**config.mk**
```make
export PLATFORM = sky130hd
export DESIGN_NAME = rhrb_ctrl_flat
export DESIGN_NICKNAME = d
export VERILOG_FILES = /design/src/rtl/rhrb_pkg.sv /design/src/rtl/rhrb_ifs.sv /design/src/rtl/rhrb_ctrl.sv /design/src/flat_wrapper.sv
export SDC_FILE = /design/constraint.sdc
export NUM_CORES = 1
export LEC_CHECK = 0
export BUFFER_PORTS_ARGS = -buffer_cell sky130_fd_sc_hd__buf_4
export CORE_AREA = 2 2 202 204
export DETAILED_ROUTE_END_ITERATION = 6
export DIE_AREA = 0 0 204 206
export PLACE_DENSITY = 0.71
export REMOVE_ABC_BUFFERS = 1
export SKIP_LAST_GASP = 1
export SYNTH_ARGS = -nofsm -noshare
export SYNTH_HDL_FRONTEND = slang
export SYNTH_SLANG_ARGS = --single-unit
```
**constraint.sdc**
```tcl
create_clock -name clk -period 48.1 [get_ports clk]
set_input_delay 2.405 -clock clk [delete_from_list [all_inputs] [get_ports clk]]
set_output_delay 2.405 -clock clk [all_outputs]
set_load 0.02 [all_outputs]
```
**src/rtl/rhrb_pkg.sv**
```systemverilog
// Shared types and constants for the record history ring buffer.
// No dependencies; every other file of the block depends on this package.
`default_nettype none
package rhrb_pkg;

  localparam int UPTIME_W  = 32;
  localparam int PAYLOAD_W = 64;
  localparam int FLAGS_W   = 8;
  localparam int CAP_W     = 7;
  localparam int COUNT_W   = 7;

  localparam logic [CAP_W-1:0] CAP_RESET = 7'd64;

  typedef enum logic [1:0] {
    KIND_STORE  = 2'd0,
    KIND_RANGE  = 2'd1,
    KIND_LATEST = 2'd2,
    KIND_CLEAR  = 2'd3
  } kind_t;

  typedef struct packed {
    logic [UPTIME_W-1:0]  uptime;
    logic [PAYLOAD_W-1:0] payload;
    logic [FLAGS_W-1:0]   flags;
  } rec_t;

  typedef enum logic [1:0] {
    ST_IDLE,
    ST_SCAN,
    ST_FINISH
  } state_t;

endpackage
`default_nettype wire

```
**src/rtl/rhrb_ifs.sv**
```systemverilog
// Channel interfaces of the record history ring buffer: input items,
// result items and the capacity write channel. Depends on rhrb_pkg.
`default_nettype none
interface rhrb_in_if;
  logic                           valid;
  logic                           ready;
  logic [1:0]                     kind;
  logic [rhrb_pkg::UPTIME_W-1:0]  rec_uptime;
  logic [rhrb_pkg::PAYLOAD_W-1:0] rec_payload;
  logic [rhrb_pkg::FLAGS_W-1:0]   rec_flags;
  logic                           rec_ok;
  logic [rhrb_pkg::UPTIME_W-1:0]  range_start;
  logic [rhrb_pkg::UPTIME_W-1:0]  range_end;
  logic [rhrb_pkg::COUNT_W-1:0]   latest_count;

  modport source (output valid, kind, rec_uptime, rec_payload, rec_flags, rec_ok,
                  range_start, range_end, latest_count, input ready);
  modport sink (input valid, kind, rec_uptime, rec_payload, rec_flags, rec_ok,
                range_start, range_end, latest_count, output ready);
endinterface

interface rhrb_out_if;
  logic                           valid;
  logic                           ready;
  logic                           has_record;
  logic [rhrb_pkg::UPTIME_W-1:0]  out_uptime;
  logic [rhrb_pkg::PAYLOAD_W-1:0] out_payload;
  logic [rhrb_pkg::FLAGS_W-1:0]   out_flags;
  logic                           store_accepted;
  logic                           last;

  modport source (output valid, has_record, out_uptime, out_payload, out_flags,
                  store_accepted, last, input ready);
  modport sink (input valid, has_record, out_uptime, out_payload, out_flags,
                store_accepted, last, output ready);
endinterface

interface rhrb_cfg_if;
  logic                        valid;
  logic                        ready;
  logic [rhrb_pkg::CAP_W-1:0]  data;

  modport source (output valid, data, input ready);
  modport sink (input valid, data, output ready);
endinterface
`default_nettype wire

```
**src/rtl/rhrb_ctrl.sv**
```systemverilog
// Sequencer of the record history ring buffer: ring pointers, store and
// clear handling, query walk over the slot memory, output register.
// Depends on rhrb_pkg and rhrb_ifs.
`default_nettype none
module rhrb_ctrl #(
  parameter int DEPTH = 64
) (
  input  wire logic                       clk,
  input  wire logic                       rst,
  rhrb_in_if.sink                         in,
  rhrb_out_if.source                      out,
  rhrb_cfg_if.sink                        cfg,
  output logic                            mem_we,
  output logic [$clog2(DEPTH)-1:0]        mem_waddr,
  output rhrb_pkg::rec_t                  mem_wdata,
  output logic                            mem_re,
  output logic [$clog2(DEPTH)-1:0]        mem_raddr,
  input  wire rhrb_pkg::rec_t             mem_rdata
);
  import rhrb_pkg::*;

  localparam int AW = $clog2(DEPTH);
  localparam int CW = $clog2(DEPTH + 1);
  localparam int XW = (CW > CAP_W) ? CW : CAP_W;

  // Capacity 0 acts as 1, anything above the memory depth acts as the depth.
  function automatic logic [CW-1:0] clamp_cap(input logic [CAP_W-1:0] v);
    logic [XW-1:0] ve;
    ve = XW'(v);
    if (ve == '0) begin
      return CW'(1);
    end else if (ve > XW'(DEPTH)) begin
      return CW'(DEPTH);
    end
    return CW'(ve);
  endfunction

  state_t state, state_next;

  logic [CW-1:0] cap;
  logic [CW-1:0] fill;
  logic [AW-1:0] wp;
  logic [AW-1:0] oldest;
  logic          wrapped;

  logic [AW-1:0]       raddr;
  logic [CW-1:0]       remaining;
  logic                mode_latest;
  logic [UPTIME_W-1:0] lo;
  logic [UPTIME_W-1:0] hi;
  logic                dvalid;
  logic                pend_v;
  rec_t                pend;

  logic out_v;
  logic out_has;
  rec_t out_rec;
  logic out_acc;
  logic out_last;

  logic          out_free;
  logic          in_ready;
  logic          in_fire;
  logic          cfg_fire;
  kind_t         kind;
  logic          store_ok;
  logic [AW-1:0] wp_inc;
  logic [AW-1:0] raddr_inc;
  logic          match;
  logic [CW-1:0] n_lat;
  logic [CW-1:0] wp_c;
  logic [AW-1:0] lat_start;
  logic          rd_en;
  logic          consume;
  logic          fin_push;

  assign out_free = !out_v || out.ready;
  assign in_fire  = in.valid && in_ready;
  assign cfg_fire = cfg.valid && cfg.ready;
  assign kind     = kind_t'(in.kind);
  assign store_ok = (in.rec_uptime != '0) && (in.rec_flags != '0) && in.rec_ok;

  assign wp_inc    = ((CW'(wp) + CW'(1)) == cap) ? '0 : wp + AW'(1);
  assign raddr_inc = ((CW'(raddr) + CW'(1)) == cap) ? '0 : raddr + AW'(1);

  assign match = mode_latest || ((mem_rdata.uptime >= lo) && (mem_rdata.uptime <= hi));

  // Newest n records start n slots behind the write pointer, modulo capacity.
  assign n_lat     = (XW'(in.latest_count) < XW'(fill)) ? CW'(in.latest_count) : fill;
  assign wp_c      = CW'(wp);
  assign lat_start = (wp_c >= n_lat) ? AW'(wp_c - n_lat) : AW'(wp_c + cap - n_lat);

  always_comb begin
    state_next = state;
    case (state)
      ST_IDLE: begin
        if (in_fire && (kind == KIND_RANGE || kind == KIND_LATEST)) begin
          state_next = ST_SCAN;
        end
      end
      ST_SCAN: begin
        if (remaining == '0 && !dvalid) begin
          state_next = ST_FINISH;
        end
      end
      ST_FINISH: begin
        if (out_free) begin
          state_next = ST_IDLE;
        end
      end
      default: state_next = ST_IDLE;
    endcase
  end

  always_comb begin
    in_ready = 1'b0;
    consume  = 1'b0;
    rd_en    = 1'b0;
    fin_push = 1'b0;
    case (state)
      ST_IDLE: begin
        in_ready = out_free;
      end
      ST_SCAN: begin
        consume = dvalid && (!match || !pend_v || out_free);
        rd_en   = (remaining != '0) && (!dvalid || consume);
      end
      ST_FINISH: begin
        fin_push = out_free;
      end
      default: begin
        in_ready = 1'b0;
      end
    endcase
  end

  assign in.ready = in_ready;
  assign cfg.ready = 1'b1;

  assign mem_we            = in_fire && (kind == KIND_STORE) && store_ok;
  assign mem_waddr         = wp;
  assign mem_wdata.uptime  = in.rec_uptime;
  assign mem_wdata.payload = in.rec_payload;
  assign mem_wdata.flags   = in.rec_flags;
  assign mem_re            = rd_en;
  assign mem_raddr         = raddr;

  always_ff @(posedge clk) begin
    if (rst) begin
      state   <= ST_IDLE;
      cap     <= clamp_cap(CAP_RESET);
      fill    <= '0;
      wp      <= '0;
      oldest  <= '0;
      wrapped <= 1'b0;
      dvalid  <= 1'b0;
      pend_v  <= 1'b0;
      out_v   <= 1'b0;
    end else begin
      state <= state_next;

      if (cfg_fire) begin
        cap     <= clamp_cap(cfg.data);
        fill    <= '0;
        wp      <= '0;
        oldest  <= '0;
        wrapped <= 1'b0;
      end else if (in_fire) begin
        case (kind)
          KIND_STORE: begin
            if (store_ok) begin
              wp <= wp_inc;
              if (fill < cap) begin
                fill <= fill + CW'(1);
              end else begin
                wrapped <= 1'b1;
                oldest  <= wp_inc;
              end
            end
          end
          KIND_CLEAR: begin
            fill    <= '0;
            wp      <= '0;
            oldest  <= '0;
            wrapped <= 1'b0;
          end
          KIND_RANGE: begin
            mode_latest <= 1'b0;
            lo          <= in.range_start;
            hi          <= in.range_end;
            raddr       <= wrapped ? oldest : '0;
            remaining   <= fill;
          end
          KIND_LATEST: begin
            mode_latest <= 1'b1;
            raddr       <= lat_start;
            remaining   <= n_lat;
          end
          default: begin
            mode_latest <= mode_latest;
          end
        endcase
      end

      if (rd_en) begin
        raddr     <= raddr_inc;
        remaining <= remaining - CW'(1);
        dvalid    <= 1'b1;
      end else if (consume) begin
        dvalid <= 1'b0;
      end

      if (consume && match) begin
        pend   <= mem_rdata;
        pend_v <= 1'b1;
      end else if (fin_push) begin
        pend_v <= 1'b0;
      end

      // A new result takes the output register; otherwise a taken result empties it.
      if (in_fire && (kind == KIND_STORE || kind == KIND_CLEAR)) begin
        out_v    <= 1'b1;
        out_has  <= 1'b0;
        out_rec  <= '0;
        out_acc  <= (kind == KIND_CLEAR) ? 1'b1 : store_ok;
        out_last <= 1'b1;
      end else if (consume && match && pend_v) begin
        out_v    <= 1'b1;
        out_has  <= 1'b1;
        out_rec  <= pend;
        out_acc  <= 1'b0;
        out_last <= 1'b0;
      end else if (fin_push) begin
        out_v    <= 1'b1;
        out_has  <= pend_v;
        out_rec  <= pend_v ? pend : '0;
        out_acc  <= 1'b0;
        out_last <= 1'b1;
      end else if (out_v && out.ready) begin
        out_v <= 1'b0;
      end
    end
  end

  assign out.valid          = out_v;
  assign out.has_record     = out_has;
  assign out.out_uptime     = out_rec.uptime;
  assign out.out_payload    = out_rec.payload;
  assign out.out_flags      = out_rec.flags;
  assign out.store_accepted = out_acc;
  assign out.last           = out_last;

endmodule
`default_nettype wire

```
**src/flat_wrapper.sv**
```systemverilog
// flat-port wrapper written by rule: the top's interface ports become plain ports
module rhrb_ctrl_flat import rhrb_pkg::*;
#(
  parameter int DEPTH = 64
)
  (clk, rst, mem_we, mem_waddr, mem_wdata, mem_re, mem_raddr, mem_rdata, in_valid, in_kind, in_rec_uptime, in_rec_payload, in_rec_flags, in_rec_ok, in_range_start, in_range_end, in_latest_count, in_ready, out_valid, out_has_record, out_out_uptime, out_out_payload, out_out_flags, out_store_accepted, out_last, out_ready, cfg_valid, cfg_data, cfg_ready);
  rhrb_in_if in_i ();
  rhrb_out_if out_i ();
  rhrb_cfg_if cfg_i ();
  input  wire logic clk;
  input  wire logic rst;
  output logic mem_we;
  output logic [$clog2(DEPTH)-1:0] mem_waddr;
  output rhrb_pkg::rec_t mem_wdata;
  output logic mem_re;
  output logic [$clog2(DEPTH)-1:0] mem_raddr;
  input  wire rhrb_pkg::rec_t mem_rdata;
  input wire logic [$bits(in_i.valid)-1:0] in_valid;
  input wire logic [$bits(in_i.kind)-1:0] in_kind;
  input wire logic [$bits(in_i.rec_uptime)-1:0] in_rec_uptime;
  input wire logic [$bits(in_i.rec_payload)-1:0] in_rec_payload;
  input wire logic [$bits(in_i.rec_flags)-1:0] in_rec_flags;
  input wire logic [$bits(in_i.rec_ok)-1:0] in_rec_ok;
  input wire logic [$bits(in_i.range_start)-1:0] in_range_start;
  input wire logic [$bits(in_i.range_end)-1:0] in_range_end;
  input wire logic [$bits(in_i.latest_count)-1:0] in_latest_count;
  output wire logic [$bits(in_i.ready)-1:0] in_ready;
  output wire logic [$bits(out_i.valid)-1:0] out_valid;
  output wire logic [$bits(out_i.has_record)-1:0] out_has_record;
  output wire logic [$bits(out_i.out_uptime)-1:0] out_out_uptime;
  output wire logic [$bits(out_i.out_payload)-1:0] out_out_payload;
  output wire logic [$bits(out_i.out_flags)-1:0] out_out_flags;
  output wire logic [$bits(out_i.store_accepted)-1:0] out_store_accepted;
  output wire logic [$bits(out_i.last)-1:0] out_last;
  input wire logic [$bits(out_i.ready)-1:0] out_ready;
  input wire logic [$bits(cfg_i.valid)-1:0] cfg_valid;
  input wire logic [$bits(cfg_i.data)-1:0] cfg_data;
  output wire logic [$bits(cfg_i.ready)-1:0] cfg_ready;
  assign in_i.valid = in_valid;
  assign in_i.kind = in_kind;
  assign in_i.rec_uptime = in_rec_uptime;
  assign in_i.rec_payload = in_rec_payload;
  assign in_i.rec_flags = in_rec_flags;
  assign in_i.rec_ok = in_rec_ok;
  assign in_i.range_start = in_range_start;
  assign in_i.range_end = in_range_end;
  assign in_i.latest_count = in_latest_count;
  assign in_ready = in_i.ready;
  assign out_valid = out_i.valid;
  assign out_has_record = out_i.has_record;
  assign out_out_uptime = out_i.out_uptime;
  assign out_out_payload = out_i.out_payload;
  assign out_out_flags = out_i.out_flags;
  assign out_store_accepted = out_i.store_accepted;
  assign out_last = out_i.last;
  assign out_i.ready = out_ready;
  assign cfg_i.valid = cfg_valid;
  assign cfg_i.data = cfg_data;
  assign cfg_ready = cfg_i.ready;
  rhrb_ctrl #(.DEPTH(DEPTH)) u_core (.clk(clk), .rst(rst), .in(in_i), .out(out_i), .cfg(cfg_i), .mem_we(mem_we), .mem_waddr(mem_waddr), .mem_wdata(mem_wdata), .mem_re(mem_re), .mem_raddr(mem_raddr), .mem_rdata(mem_rdata));
endmodule
```
==> results of run 1 <==
-- how the worst max path moves through the flow --
| stage | from | end | depth (start not counted) | slack, ns |
|---|---|---|---|---|
| 5_1_grt | mem_rdata[94] | mem_re | 12 | 40.38 |
| 6_report | mem_rdata[94] | mem_re | 12 | 40.54 |
| 4_1_cts | mem_rdata[94] | mem_re | 12 | 40.56 |
| 2_1_floorplan | mem_rdata[94] | u_core.pend[0] | 9 | 26.96 |
| 3_3_place_gp | mem_rdata[102] | mem_re | 12 | 40.63 |
| 3_5_place_dp | mem_rdata[94] | mem_re | 12 | 40.56 |
-- sequential cells by signal, summed over array words and instances (netlist names), 2 cells and up --
register and cells:
u_core.cap 7, u_core.fill 7, u_core.hi 32, u_core.lo 32, u_core.mem_raddr 6, u_core.mem_waddr 6, u_core.oldest 6, u_core.out.out_flags 8
u_core.out.out_payload 64, u_core.out.out_uptime 32, u_core.pend 104, u_core.remaining 7, u_core.state 2
-- logic make-up (layout without fill, tap and decap cells) --
group                      Yosys count  after routing  synth area share [%]
adders and majority gates          101            101                  8.61
xor gates and xnor gates            34             34                  1.96
DFF                                321            321                  61.3
muxes                               29             29                  1.98
other                                1              2                0.0247
AOI/OAI and AO/OA                  152            152                  6.56
and+or+nand+nor                    297            297                  10.8
buffers and inverters              242            566                  8.75
-- routing by layer --
metal,track usage (%),wire length [um],up-vias
li1,-,-,4818
met1,25.7,18200,4984
met2,29.5,19300,462
met3,11.8,5850,90
met4,7.25,1370,12
met5,7.74,432,-
-- worst max-delay path, cell delays in order --
cell and delay (ns):
buf_4 0.12, ha_1 0.30, and4_1 0.25, nor4bb_1 0.55, nand2_1 0.18, nor4b_1 0.19, a21oi_1 0.17, a31o_2 0.28
a41o_1 0.19, buf_4 0.25, inv_1 0.07, buf_4 0.16
-- cells in the final DEF (no fill, tap or decap), drive strengths merged, types with 6 or more instances in the layout --
| cell | instances |
|---|---|
| clkinv | 10 |
| and3 | 114 |
| xnor2 | 23 |
| a2111oi | 6 |
| nand2b | 8 |
| nand4 | 20 |
| a221oi | 6 |
| xor2 | 11 |
| edfxtp | 289 |
| dfxtp | 32 |
| clkbuf | 45 |
| a21o | 11 |
| nor2b | 7 |
| mux2i | 23 |
| mux2 | 6 |
| fa | 6 |
| nand2 | 48 |
| nor2 | 36 |
| and2 | 7 |
| inv | 106 |
| buf | 400 |
| o21ai | 27 |
| o211ai | 7 |
| a21oi | 51 |
| nor3 | 8 |
| ha | 95 |
| nor4 | 15 |
| o22ai | 6 |
| nand3 | 21 |
-- synthesized netlist by cell type, drive strengths merged, types with 3 or more instances --
cell	number	area share, %
a2111oi	6	0.39
a211o	3	0.17
a211oi	3	0.15
a21o	11	0.54
a21oi	51	1.7
a221oi	6	0.35
a31o	4	0.23
a31oi	4	0.16
and2	7	0.29
and3	114	4.7
buf	108	5.4
clkbuf	33	0.81
dfxtp	32	4.2
edfxtp	289	57
fa	6	0.79
ha	95	7.8
inv	101	2.5
mux2	6	0.47
mux2i	23	1.5
nand2	48	1.2
nand2b	8	0.38
nand3	21	0.69
nand4	20	0.82
nor2	36	0.89
nor2b	7	0.29
nor3	8	0.26
nor4	15	0.62
o211ai	7	0.35
o21a	3	0.15
o21ai	27	0.89
o21bai	4	0.20
o22ai	6	0.25
o41ai	3	0.17
xnor2	23	1.3
xor2	11	0.63
-- power by group through the flow --
stage               Combinational [mW]  Sequential (mW)  Clock, mW
floorplan                       0.0267            0.325          0
global placement                0.0696            0.319          0
detailed placement              0.0711            0.319          0
CTS                             0.0714            0.313      0.289
global route                    0.0773            0.313      0.300
finish                          0.0710            0.313      0.281
-- area by class of cell --
cell class / count / area, um2
antenna: 1 / 2.50
clock buffer: 45 / 968
clock inverter: 20 / 239
fill: 3600 / 21000
inverter: 101 / 379
multi-input combinational: 614 / 4570
sequential: 321 / 9320
tap: 532 / 666
timing repair buffer: 400 / 3000
-- metrics by stage --
stage               total power, mW  setup slack, ns  util (%)  cell area [um2]
floorplan                     0.351            26.96         -            14200
global placement              0.388            40.63      44.6            17900
detailed placement            0.390            40.56      44.6            17900
CTS                           0.674            40.56      47.6            19100
global route                  0.691            40.38      47.7            19100
finish                        0.665            40.54      47.7            19100
==> results.cfg, run 1 <==
[outcome]
status = complete, no violations

[power]
switching_share_pct = 23.5
powerDensity_mw_per_mm2 = 34.7
p_seq_share_pct = 47.1
power.internal_uw = 509
power_leakage_nw = 8.20
clkPwrFrac_pct = 42.2
comb_power_share_pct = 10.7
irDropWorstVdd_uv = 30.5
switching_power_uw = 156

[placement]
dp_cells = 1968
gp_congestion = 0.885
dpl.hpwl_mm = 34.4
io_buffers = 392

[cts]
htreeDepth = 2
cts_tree = yes
clk_pin_slew_ns = 0.05
numCtsBuffers = 36
cts_num_sinks = 321
ctsHoldBuffers = 0
cts_setup_buffers = 0
cts_root_buffer = clkbuf_16
clock_latency_ns = 0.54
cts-resized-gates = 0
clockBufferDepth = 3

[min_path]
whs_path_depth = 2
hp-class = register to register
min_to = u_core.oldest[1]
min_from = u_core.oldest[1]

[logic_synthesis]
netlist-cell-type-count = 59
ys_warn_count = 0
ys.flop_type = edfxtp_1
seq_area_frac_synth_pct = 61.3
netlist_area_mm2 = 0.0152
async_flop_share_pct = 0
syn_inst = 1177
syn_area_per_cell_um2 = 12.9
ys_ff_latch = 321
synth-edff-count = 289

[floorplan]
num_rows = 74
core_mm2 = 0.0402
die_w_um = 204
die-area_mm2 = 0.0420
die_h_um = 206
initial_core_util_pct = 37.8
ioPinCount = 522

[grt]
grt_max_degree = 115
grt_pass1_wl_mm = 63.9
grt_pass1_vias = 10200
grt_usage_pct = 20.8
antenna_found_initial = 1
gr-total-overflow = 0

[routing]
vias = 10400
detail-route-antenna-nets = 0
remaining_drc_errors = 0
drt_iter0_drc = 600
vias_per_cell = 5.10
dr.pass1.iters = 5
wl_per_cell_um = 22.2
routed_wl_mm = 45.1

[worst_setup_path]
critPathKind = input port to output port
r2r_end = u_core.pend[6]
reg2reg_from = u_core.hi[22]
r2r_cells = 12
cp.arrival_ns = 5.15
required_ns = 45.69
critical_path.startpoint_type = input port
ff2ff_setup_slack_ns = 42.96
cp-end-kind = output port
critPathMaxFanout = 15

[timing]
slew_headroom_pct = 22.0
rsz0062_at_grt = no
finalSetupTns_ns = 0
post-route-period-util_pct = 15.7
fin_hold_ws_ns = 0.498
fmax_mhz = 132
final_hold_viol_count = 0
setup_violations = 0
period_minus_slack_ns = 7.56
worstMarginPinSlew_ns = 1.17
clock_skew_ns = 0.0139
slew_viol_final = 0

[layout]
areaGrowthSynthToFinish_pct = 26.0
drive_gt1_share_pct = 32.0
layout.cells.non_filler = 2034
final_net_count = 1869

[run]
drv_cap = 0
No activity file was read; power rests on OpenSTA's default activity.
==> inputs of run 2 (changes only) <==
--- a/config.mk
+++ b/config.mk
@@ -9,7 +9,7 @@
 export CORE_AREA = 2 2 202 204
 export DETAILED_ROUTE_END_ITERATION = 6
 export DIE_AREA = 0 0 204 206
-export PLACE_DENSITY = 0.71
+export PLACE_DENSITY = 0.73
 export REMOVE_ABC_BUFFERS = 1
 export SKIP_LAST_GASP = 1
 export SYNTH_ARGS = -nofsm -noshare
==> constraint.sdc (replaced) <==
create_clock -name clk -period 6.9 [get_ports clk]
set_input_delay 0.345 -clock clk [delete_from_list [all_inputs] [get_ports clk]]
set_output_delay 0.345 -clock clk [all_outputs]
set_load 0.02 [all_outputs]
==> run 2 against run 1 <==
Clock power increased to 7.0 times the previous value. Critical path depth increased by 7. Cell count increased by 8.1%. Sequential share of layout area decreased by 3.9 points. Largest power group unchanged. Largest cell class unchanged.
==> results.cfg, run 2 (synthesis results as in run 1) <==
[outcome]
status = complete, no violations

[cts]
clockBufferDepth = 3
cts_setup_buffers = 0
htreeDepth = 2
cts_tree = yes
clk_pin_slew_ns = 0.06
cts_root_buffer = clkbuf_16
clock_latency_ns = 0.54
numCtsBuffers = 37
cts_num_sinks = 321

[routing]
drt_iter0_drc = 723
detail-route-antenna-nets = 0
wl_per_cell_um = 22.1
routed_wl_mm = 48.6
vias = 11300
remaining_drc_errors = 0
vias_per_cell = 5.12
dr.pass1.iters = 5

[timing]
slew_headroom_pct = 18.9
final_hold_viol_count = 0
fmax_mhz = 211
slew_viol_final = 0
post-route-period-util_pct = 68.6
rsz0062_at_grt = no
period_minus_slack_ns = 4.73
finalSetupTns_ns = 0
setup_violations = 0
clock_skew_ns = 0.0163
fin_hold_ws_ns = 0.0373
worstMarginPinSlew_ns = 1.21
setup_ws_ns = 2.17

[power]
irDropWorstVdd_uv = 187
power_leakage_nw = 8.87
powerDensity_mw_per_mm2 = 228

[layout]
final_util_pct = 51.8
largest_reg_flops = 104
final_net_count = 2034
mostFrequentLayoutCells = buf_4 (397), edfxtp_1 (289), dlygate4sd3_1 (166)
largest_register = u_core.pend
drive_gt1_share_pct = 28.6
layout.cells.non_filler = 2198
areaGrowthSynthToFinish_pct = 36.8
final_common_cell = buf_4
fillers = 3279

[grt]
grt_pass1_wl_mm = 68.9
grt_max_degree = 115
grt_pass1_vias = 11200
antenna_found_initial = 3
grt_usage_pct = 22.3
gr-total-overflow = 0

[run]
drv_cap = 0

[floorplan]
die_h_um = 206
die-area_mm2 = 0.0420
ioPinCount = 522
core_mm2 = 0.0402
num_rows = 74
initial_core_util_pct = 37.8
die_w_um = 204

[worst_setup_path]
cp-end-kind = register
critical_path.startpoint_type = register
r2r_cells = 19
cp.arrival_ns = 4.99
critPathMaxFanout = 8
required_ns = 7.15
critPathKind = register to register

[placement]
dpl.hpwl_mm = 33.8
io_buffers = 392
dp_slack_ns = 2.21
dp_cells = 1966
gp_congestion = 0.904

[min_path]
hp-class = input port to register
whs_path_depth = 1
==> run 2: final timing paths <==
| check | from | end | slack [ns] |
|---|---|---|---|
| setup / recovery | u_core.fill[2] | u_core.mem_raddr[5] | 2.17 |
| hold / removal | mem_rdata[73] | u_core.pend[73] | 0.04 |
| setup reg to reg | u_core.fill[2] | u_core.mem_raddr[5] | 2.17 |
| hold reg to reg | u_core.oldest[2] | u_core.oldest[2] | 0.53 |
==> run 2: per-layer routing <==
metal  GRT usage, %  routed length, um  part of all wire [%]
met4           7.17               1310                   2.7
met3           12.2               6260                    13
met1           26.4              18700                    38
met5           6.19                358                  0.74
met2           34.1              22000                    45
==> run 2: where the power goes <==
group,leakage (nW),total [mW],internal (mW),switching (mW)
registers,2.87,2.18,2.16,0.0211
logic,5.43,0.582,0.284,0.297
clock network,0.580,1.97,1.18,0.795
==> run 2: per-stage QoR <==
step,area [um2],power [mW]
finish,20800,4.73
global route,20800,4.90
CTS,20800,4.76
detailed placement,17900,2.72
global placement,17900,2.71
floorplan,14200,2.45
==> run 2: timing repair <==
item,4_1_cts,5_1_grt
endpoints found under the setup margin,0,0
hold endpoints to repair,166,0
hold buffers,166,0
gates resized for setup,0,0
==> run 2: area by class of cell <==
cell class	count	area [um2]	area share (%)
flip-flops and latches	321	9320	44.8
repair buffers	564	4660	22.4
multi-input cells	614	4570	22.0
clock buffers	42	945	4.54
well taps	532	666	3.20
inverters	101	379	1.82
clock inverters	22	251	1.21
diodes	2	5.00	0.0241
==> run 2: worst max-delay path, cell delays in order (launching register included) <==
cell      delay [ns]
dfxtp_1         0.43
inv_1           0.13
ha_1            0.32
nand2_1         0.05
o21ai_0         0.17
nand4_1         0.14
a41oi_2         0.46
mux2i_1         0.40
inv_1           0.14
fa_1            0.55
inv_1           0.06
ha_1            0.29
a21o_1          0.18
a21oi_1         0.22
o21bai_1        0.09
a21oi_1         0.20
xnor2_1         0.16
xnor2_1         0.09
a311oi_1        0.29
mux2i_1         0.11
==> inputs of run 3 (changes only) <==
==> constraint.sdc (replaced) <==
create_clock -name clk -period 3.95 [get_ports clk]
set_input_delay 0.1975 -clock clk [delete_from_list [all_inputs] [get_ports clk]]
set_output_delay 0.1975 -clock clk [all_outputs]
set_load 0.02 [all_outputs]
==> run 3 against run 2 <==
The run now ends with negative setup slack left. Setup slack lost 2.3 ns. Count of clock-buffer cells in the layout shrank 4. Clock power is 70% higher. Sequential share of layout area shrank 0.76 points. Combinational power up 86%. Sequential cell count stayed put. Cell area up 1.7%. Cell count up 1.3%. Hold slack improved by 0.016 ns. Die area unchanged. Global-route usage grew 0.27 points. Sequential power rose by 75%. Largest cell class unchanged. Largest power group unchanged.
==> results.cfg, run 3 (synthesis results as in run 1) <==
[worst_setup_path]
cp.arrival_ns = 4.29
critPathLaunch = u_core.fill[2]
critPathKind = register to register
critical_path.startpoint_type = register
critPathMaxFanout = 4
cp-end-kind = register
reg2reg_from = u_core.fill[2]
required_ns = 4.21

[grt]
grt_pass1_vias = 11600
use_met1_pct = 27.3
grt_usage_pct = 22.6
gr-total-overflow = 0
grt_pass1_wl_mm = 70.2
met2_usage_pct = 34.8
antenna_found_initial = 1
busiest_layer = met2
grt_max_degree = 107
use_met3_pct = 10.6

[cts]
cts_tree = yes
clock_latency_ns = 0.53
numCtsBuffers = 36
clk_pin_slew_ns = 0.07
cts_num_sinks = 321
clockBufferDepth = 3
htreeDepth = 2
cts_root_buffer = clkbuf_16

[floorplan]
num_rows = 74
die_h_um = 206
core_mm2 = 0.0402
die_w_um = 204
ioPinCount = 522
initial_core_util_pct = 37.8
die-area_mm2 = 0.0420

[outcome]
violations = negative setup slack
status = complete, but fails checks

[layout]
largest_register = u_core.pend
fillers = 3286
areaGrowthSynthToFinish_pct = 39.2
final_net_count = 2064
final_util_pct = 52.7
mostFrequentLayoutCells = buf_4 (418), edfxtp_1 (289), dlygate4sd3_1 (172)
drive_gt1_share_pct = 30.8
final_common_cell = buf_4
largest_reg_flops = 104

[timing]
clock_skew_ns = 0.0177
fmax_mhz = 248
post-route-period-util_pct = 102
setup_violations = 1
period_minus_slack_ns = 4.04
setup_ws_ns = -0.0855
final_hold_viol_count = 0
slew_headroom_pct = 37.8
slew_viol_final = 0
fin_hold_ws_ns = 0.0529
worstMarginPinSlew_ns = 0.933
rsz0062_at_grt = yes

[placement]
dp_slack_ns = -0.0639
gp_congestion = 0.932
dpl.hpwl_mm = 34.7
io_buffers = 392

[routing]
remaining_drc_errors = 0
wl_per_cell_um = 22.2
detail-route-antenna-nets = 0
dr.pass1.iters = 5
vias = 11500
routed_wl_mm = 49.4
vias_per_cell = 5.18
drt_iter0_drc = 795

[run]
drv_cap = 0

[min_path]
min_from = cfg_data[0]
hp-class = input port to register

[power]
power_leakage_nw = 9.03
powerDensity_mw_per_mm2 = 389
irDropWorstVdd_uv = 360
run 3: changes by cell type in the layout (fill, tap and decap cells not counted), sizes merged:
cell / change
clkinv: +4
dlygate4sd3: +6
buf: +25
bufinv: -1
clkbuf: -4
diode: -1
run 3: through the flow:
step | setup TNS [ns] | cells | total power [mW] | instance area [um2]
3_3_place_gp | 0 | 1987 | 4.74 | 18100
4_1_cts | -0.0405 | 2223 | 8.27 | 21000
2_1_floorplan | -2203.90 | 1036 | 4.28 | 14200
5_1_grt | -0.520 | 2226 | 8.52 | 21200
3_5_place_dp | -0.120 | 1987 | 4.77 | 18100
6_report | -0.0855 | 2227 | 8.23 | 21200
run 3: path summary, 6_finish.rpt:
kind                                       endpoint  slack [ns]  cells after the start
worst max-delay path            u_core.mem_raddr[5]       -0.09                     19
worst min-delay path                  u_core.cap[0]        0.05                      5
worst max register to register  u_core.mem_raddr[5]       -0.09                     19
worst min register to register     u_core.oldest[1]        0.51                      2
run 3: metal layers:
metal / part of all wire [%] / up-vias / wire length, um
met2: 45 / 625 / 22300
met1: 39 / 5574 / 19400
met5: 0.29 / - / 141
li1: - / 5201 / -
met4: 3.7 / 6 / 1840
met3: 12 / 122 / 5780
run 3: worst max-delay path, stage by stage, from the launching register on:
cell      delay [ns]
dfxtp_2         0.35
inv_2           0.07
ha_4            0.27
nand2_2         0.04
o21ai_1         0.14
nand4_1         0.16
a41oi_2         0.24
mux2i_2         0.31
inv_2           0.07
fa_1            0.55
inv_1           0.04
ha_1            0.26
a21o_1          0.17
a21oi_2         0.16
o21bai_1        0.12
a21oi_2         0.17
xnor2_1         0.14
xnor2_1         0.09
a311oi_1        0.29
mux2i_1         0.12
run 3: report_power, final:
part,switching (mW),internal (mW),total [mW]
registers,0.0376,3.77,3.81
clock network,1.37,1.98,3.35
logic,0.538,0.537,1.08
total,1.94,6.29,8.23
run 3: layout make-up:
class	instances	area, um2	share of cell area (%)
Antenna cell	1	2.50	0.0118
Inverter	101	379	1.79
Multi-Input combinational cell	614	4670	22.1
Sequential cell	321	9320	44.1
Tap cell	532	666	3.15
Clock buffer	38	930	4.39
Timing Repair Buffer	595	4950	23.4
Clock inverter	25	240	1.14
run 3: what timing repair did:
action / 4_1_cts / 5_1_grt
hold buffers: 172 / 0
pin swaps: 6 / 15
gates resized for setup: 3 / 23
hold endpoints to repair: 175 / 0
buffers inserted: 1 / 3
cloned: 0 / 0
endpoints found under the setup margin: 2 / 6
